File: src/rtl/pkmm_pkg.sv
package pkmm_pkg;

  localparam int KEY_W   = 12;
  localparam int DIST_W  = 24;
  localparam int TOTAL_W = 40;
  localparam int COUNT_W = 16;

  typedef struct packed {
    logic [KEY_W-1:0]  route_key;
    logic [DIST_W-1:0] distance;
  } in_t;

  typedef struct packed {
    logic [KEY_W-1:0]   key_out;
    logic [DIST_W-1:0]  min_dist;
    logic [DIST_W-1:0]  max_dist;
    logic [TOTAL_W-1:0] total_dist;
    logic [DIST_W-1:0]  range_dist;
    logic [COUNT_W-1:0] step_count;
  } out_t;

  typedef struct packed {
    logic [DIST_W-1:0]  min_val;
    logic [DIST_W-1:0]  max_val;
    logic [TOTAL_W-1:0] total_val;
    logic [COUNT_W-1:0] count_val;
  } entry_t;

endpackage

File: src/rtl/pkmm_update.sv
module pkmm_update (
  input  logic [pkmm_pkg::DIST_W-1:0] dist_i,
  input  pkmm_pkg::entry_t            old_i,
  output pkmm_pkg::entry_t            new_o,
  output logic [pkmm_pkg::DIST_W-1:0] range_o
);

  logic [pkmm_pkg::TOTAL_W:0] sum;

  always_comb begin
    sum = {1'b0, old_i.total_val} + (pkmm_pkg::TOTAL_W+1)'(dist_i);

    // zero minimum means unset
    if ((old_i.min_val == '0) || (dist_i < old_i.min_val)) begin
      new_o.min_val = dist_i;
    end else begin
      new_o.min_val = old_i.min_val;
    end

    if (dist_i > old_i.max_val) begin
      new_o.max_val = dist_i;
    end else begin
      new_o.max_val = old_i.max_val;
    end

    if (sum[pkmm_pkg::TOTAL_W]) begin
      new_o.total_val = '1;
    end else begin
      new_o.total_val = sum[pkmm_pkg::TOTAL_W-1:0];
    end

    if (old_i.count_val != '1) begin
      new_o.count_val = old_i.count_val + 1'b1;
    end else begin
      new_o.count_val = old_i.count_val;
    end

    if (new_o.max_val >= new_o.min_val) begin
      range_o = new_o.max_val - new_o.min_val;
    end else begin
      range_o = '0;
    end
  end

endmodule

File: config.mk
export PLATFORM = sky130hd
export DESIGN_NAME = pkmm_update
export DESIGN_NICKNAME = d
export VERILOG_FILES = /design/src/rtl/pkmm_pkg.sv /design/src/rtl/pkmm_update.sv
export SDC_FILE = /design/constraint.sdc
export NUM_CORES = 1
export LEC_CHECK = 0
export ABC_AREA = 1
export BUFFER_PORTS_ARGS = -buffer_cell sky130_fd_sc_hd__buf_2
export CAP_MARGIN = 10
export CORE_UTILIZATION = 47
export DETAILED_ROUTE_END_ITERATION = 16
export GPL_ROUTABILITY_DRIVEN = 0
export PLACE_DENSITY = 0.77
export SYNTH_ARGS = -nofsm -noshare
export SYNTH_HDL_FRONTEND = slang
export SYNTH_SLANG_ARGS = --single-unit
File: constraint.sdc
create_clock -name vclk -period 6.74
set_clock_uncertainty 0.15 [all_clocks]
set_input_delay 0.674 -clock vclk [all_inputs]
set_output_delay 0.674 -clock vclk [all_outputs]
set_load 0.03 [all_outputs]
# --- Yosys cells after proc, flatten, opt, wreduce, memory -nomap -nowiden ---
# Index checks and enable logic that the tools add are counted.
op_classes:
  reduce_logical: 2
  mux: 5
  magnitude_cmp: 3
  add_sub_neg: 3
  eq_ne: 1
op_table:
  columns: ["cell", "n"]
  rows:
  - ["2-to-1 mux 24 bit", 3]
  - ["adder 40 x 24 -> 41 bit", 1]
  - ["2-to-1 mux 40 bit", 1]
  - ["greater-or-equal comparator 24 bit", 1]
  - ["greater-than comparator 24 bit", 1]
  - ["zero test 24 bit", 1]
  - ["< comparator 24 bit", 1]
  - ["subtractor 24 bit", 1]
  - ["adder 16 x 1 -> 16 bit (second input constant)", 1]
  - ["2-to-1 mux 16 bit", 1]
  - ["!= test 16 bit (second input constant)", 1]
  - ["logical OR 1 bit", 1]
totals:
  in_bits: 128
  out_inout_bits: 128
  reg_bits: 0

# --- Longest topological paths before layout ---
logic_depth:
  word_depth: 5
  ltp_mapped: 32
  ltp_nobuf: 30

# --- Worst setup path after synthesis ---
# No wires, ideal clock.
synth_timing:
  kind: "input-to-output"
  from: "in old_i[71] in the netlist's numbering"
  to: "out range_o[15] in the netlist's numbering"
  stages: 25
  arrival_time_ns: 4.731
  slack_ns: 1.185
  t_required_ns: 5.916
  cell_sequence: "inv_1 > ha_1 > nand2_1 > nor2_1 > nand4_1 > nor2_4 > nand2_2 > nand3_4 > nand2_4 > buf_2 > clkbuf_1 > o21ai_0 > ha_1 > nand2_1 > inv_1 > a21oi_1 > nor2_1 > o21ai_1 > nand2_1 > nand2_1 > nand2_1 > nand2_1 > nand3_1 > xor2_1 > nor2_1"
synth_rtl:
  columns: ["element", "line", "text"]
  rows:
  - ["from (decl)", "pkmm_update.sv:3", "input pkmm_pkg::entry_t old_i,"]
  - ["to (decl)", "pkmm_update.sv:5", "output logic [pkmm_pkg::DIST_W-1:0] range_o"]

# --- Final worst setup path ---
layout_timing:
  from: "in dist_i[7] in the netlist's numbering"
  to: "out range_o[19] in the netlist's numbering"
layout_via:
  elab_chain_len: 5
  elab_cells_between_ends: 8
  cone_classes: "1 x add/sub; 3 x order compare; 3 x mux; 1 x reduce/logical"
layout_lines:
  columns: ["element", "line", "text"]
  rows:
  - ["from (decl)", "pkmm_update.sv:2", "input logic [pkmm_pkg::DIST_W-1:0] dist_i,"]
  - ["< comparator 24 bit", "pkmm_update.sv:14", "if ((old_i.min_val == '0) || (dist_i < old_i.min_val)) begin"]
  - ["logical OR 1 bit", "pkmm_update.sv:14", null]
  - ["2-to-1 mux 24 bit", "pkmm_update.sv:14", null]
  - ["subtractor 24 bit / greater-or-equal comparator 24 bit (equally long branches)", "pkmm_update.sv:39, pkmm_update.sv:38", null]
  - ["2-to-1 mux 24 bit *", "pkmm_update.sv:38", "if (new_o.max_val >= new_o.min_val) begin"]
# Every way passes the cells marked *; elsewhere a longest branch is shown, timed or not.

==> key figures <==
GRT
  • Overall Global Routing Usage: 0.295
  • GRT met3 Usage: 0.0217
  • Initial antenna violation count: 2
  • GR Util met1: 0.383
  • Grt ovf: 0
  • Gr busiest metal: met2
  • Vias in the first global route: between 7000 and 8000
  • First-pass GRT wire length: between 30000 and 40000 µm
  • Met2 Usage GRT: 0.520
  • Largest net degree at the start of global routing: between 40 and 50

Worst setup path
  • WS Path Type: input port to primary output
  • Worst Path Arrival: 4.97 ns
  • CP startpoint kind: input port
  • Crit. End Element: primary output
  • Crit path max fanout: 48
  • Worst EP required: just under 6 ns
  • Crit. Startpoint: dist_i[7]

Floorplanning
  • Initial Utilization: 0.489
  • Die H: around 120 µm
  • Die width: roughly 120 µm
  • Core area: 13500 µm²
  • Die area: roughly 14000 µm²
  • Standard-cell rows: 42
  • # IOs: between 200 and 300

Yosys
  • Post-Syn Area: 6570 µm²
  • Post-Synthesis Cells: 1257
  • Sequential area share after synthesis: 0
  • Synth Net Count: 1472
  • Mean Syn Cell Area: about 5.2 µm²
  • Yosys top cell by area: nand2_1
  • Yosys warns: 0
  • Yosys top cell area share: 0.243
  • Dominant cells by area after synthesis: nand2_1, ha_1, inv_1
  • Synth cell types: 45

Final layout
  • Layout area overhead: 20.4%
  • Layout Nets: approximately 1700
  • Register area: 0 µm²
  • Fraction of layout cells with a size suffix above 1: 0.233
  • Clock buffer cells: 0
  • Fill count: roughly 1500
  • Seq_cells: 0

STA
  • Fin crit share: 0.860
  • Pins Over Slew Limit: 0
  • Slew HR: 0.391
  • TNS Setup: 0 ns
  • Final setup viols: 0
  • Min cycle time layout: between 5 and 6 ns
  • Unrepaired setup endpoints after global routing: false
  • Max Clk Rate: ~170 MHz
  • Final WS setup: ~0.94 ns
  • Final hold viol count: 0
  • Worst slew pin tran: between 0.9 and 1 ns

Routing
  • DR vias/cell: 5.17
  • DRT Wirelength: ~22000 µm
  • # DRC: 0
  • First DRT Iteration DRCs: 601
  • Drt first pass iters: 5
  • WL/cell: 13.3 µm
  • Vias: 8621
  • Final ANT Viol Nets: 0

Flow run
  • Max-Cap Viols: 0

Pwr
  • Worst IR Drop VDD: 0.0977 mV
  • Pwr/cell area: 158 nW/µm²
  • P_leak: between 5 and 6 nW

Worst hold path
  • Worst Hold Class: input port to primary output
  • Worst min-delay path startpoint: old_i[6]

Place
  • Number of buffers added on ports: 256
  • DPL Wire Length: slightly below 20000 µm
  • Place WS: roughly 0.99 ns

CTS
  • PostCTS Resize Cnt: 0
  • Post-CTS setup buffers: 0
  • CTS Hold Buffers Added: 0

Outcome
  • Outcome: completed
-- cells by family after synthesis --
logic type                 count (synthesis)  synth area share
AOI/OAI and AO/OA                        146             0.121
xor gates and xnor gates                  37            0.0493
adders and majority gates                 87             0.168
buffers and inverters                    250             0.156
and+or+nand+nor                          737             0.505
-- final cells by class --
type / count / area [µm²] / area share
Timing Repair Buffer: 257 / 1290 / 0.163
Multi-Input combinational cell: 1007 / 5550 / 0.701
Antenna cell: 2 / 5.00 / 0.000633
Inverter: 227 / 852 / 0.108
Tap cell: 176 / 220 / 0.0278
-- worst max-delay path, stage by stage --
cell	delay [ns]
buf_2	0.15
ha_1	0.30
nand2_1	0.07
nor2_1	0.26
nand2_1	0.09
nand2_1	0.11
nand2_2	0.08
nand3_4	0.21
nand2_4	0.34
o21ai_0	0.61
ha_1	0.35
nand2_1	0.07
inv_1	0.05
a21oi_1	0.19
nor2_1	0.08
o21ai_1	0.15
nand2_1	0.16
nand2_1	0.11
nand2_1	0.15
nand2_1	0.12
nand2_1	0.09
nand2_1	0.07
nand2_1	0.06
nand2_1	0.08
nand2_2	0.06
nor2_2	0.08
buf_2	0.19
-- layout by cell type (no fill, tap or decap), drive strengths merged --
master / netlist / final
nand2: 464 / 464
buf: 18 / 257
inv: 226 / 226
nand3: 118 / 118
nor2: 96 / 96
ha: 85 / 85
a21oi: 72 / 72
o21ai: 50 / 50
xor2: 26 / 26
nor3: 23 / 23
nand4: 20 / 20
xnor2: 11 / 11
or2: 9 / 9
o21a: 6 / 6
a21o: 4 / 4
a21boi: 4 / 4
a31oi: 3 / 3
nand3b: 3 / 3
nor4: 3 / 3
diode: 0 / 2
o211ai: 2 / 2
o31ai: 2 / 2
fa: 2 / 2
a211oi: 1 / 1
o22ai: 1 / 1
or3: 1 / 1
o21bai: 1 / 1
clkinv: 1 / 1
-- synth_stat cells, types with 10 or more instances --
cell / count
inv_2: 10
inv_1: 216
nand2_1: 426
nor2_2: 12
o21ai_0: 44
nand2_2: 34
nor3_1: 23
nand3_2: 10
nand3_1: 106
nand4_1: 16
xor2_1: 26
a21oi_1: 72
nor2_1: 80
xnor2_1: 11
ha_1: 85
-- worst paths after layout --
path / endpoint / slack (ns) / cells after the start
min: new_o[6] / 1.52 / 3
max: range_o[19] / 0.94 / 27
-- metal layers --
| metal | share of wire | up-vias |
|---|---|---|
| met5 | 0 | - |
| met4 | 0.034 | 0 |
| met3 | 0.075 | 68 |
| met2 | 0.46 | 384 |
| met1 | 0.43 | 3718 |
| li1 | - | 4451 |
-- per-stage QoR --
stage,total power [mW],cells,hold slack [ns],area (µm²),util
2_1_floorplan,0.929,1257,1.37,6570,-
3_3_place_gp,1.22,1667,1.52,7910,0.588
3_5_place_dp,1.23,1667,1.52,7910,0.588
4_1_cts,1.24,1667,1.52,7910,0.588
5_1_grt,1.37,1669,1.54,7910,0.588
6_report,1.25,1669,1.52,7910,0.588
-- power breakdown --
group          switching (mW)  leakage, nW  internal (mW)
sequential                  0            0              0
combinational           0.872         5.10          0.375
clock                       0    0.0000127   0.0000000398
total                   0.872         5.10          0.375
Note: power is estimated with default switching activity, not from simulation.
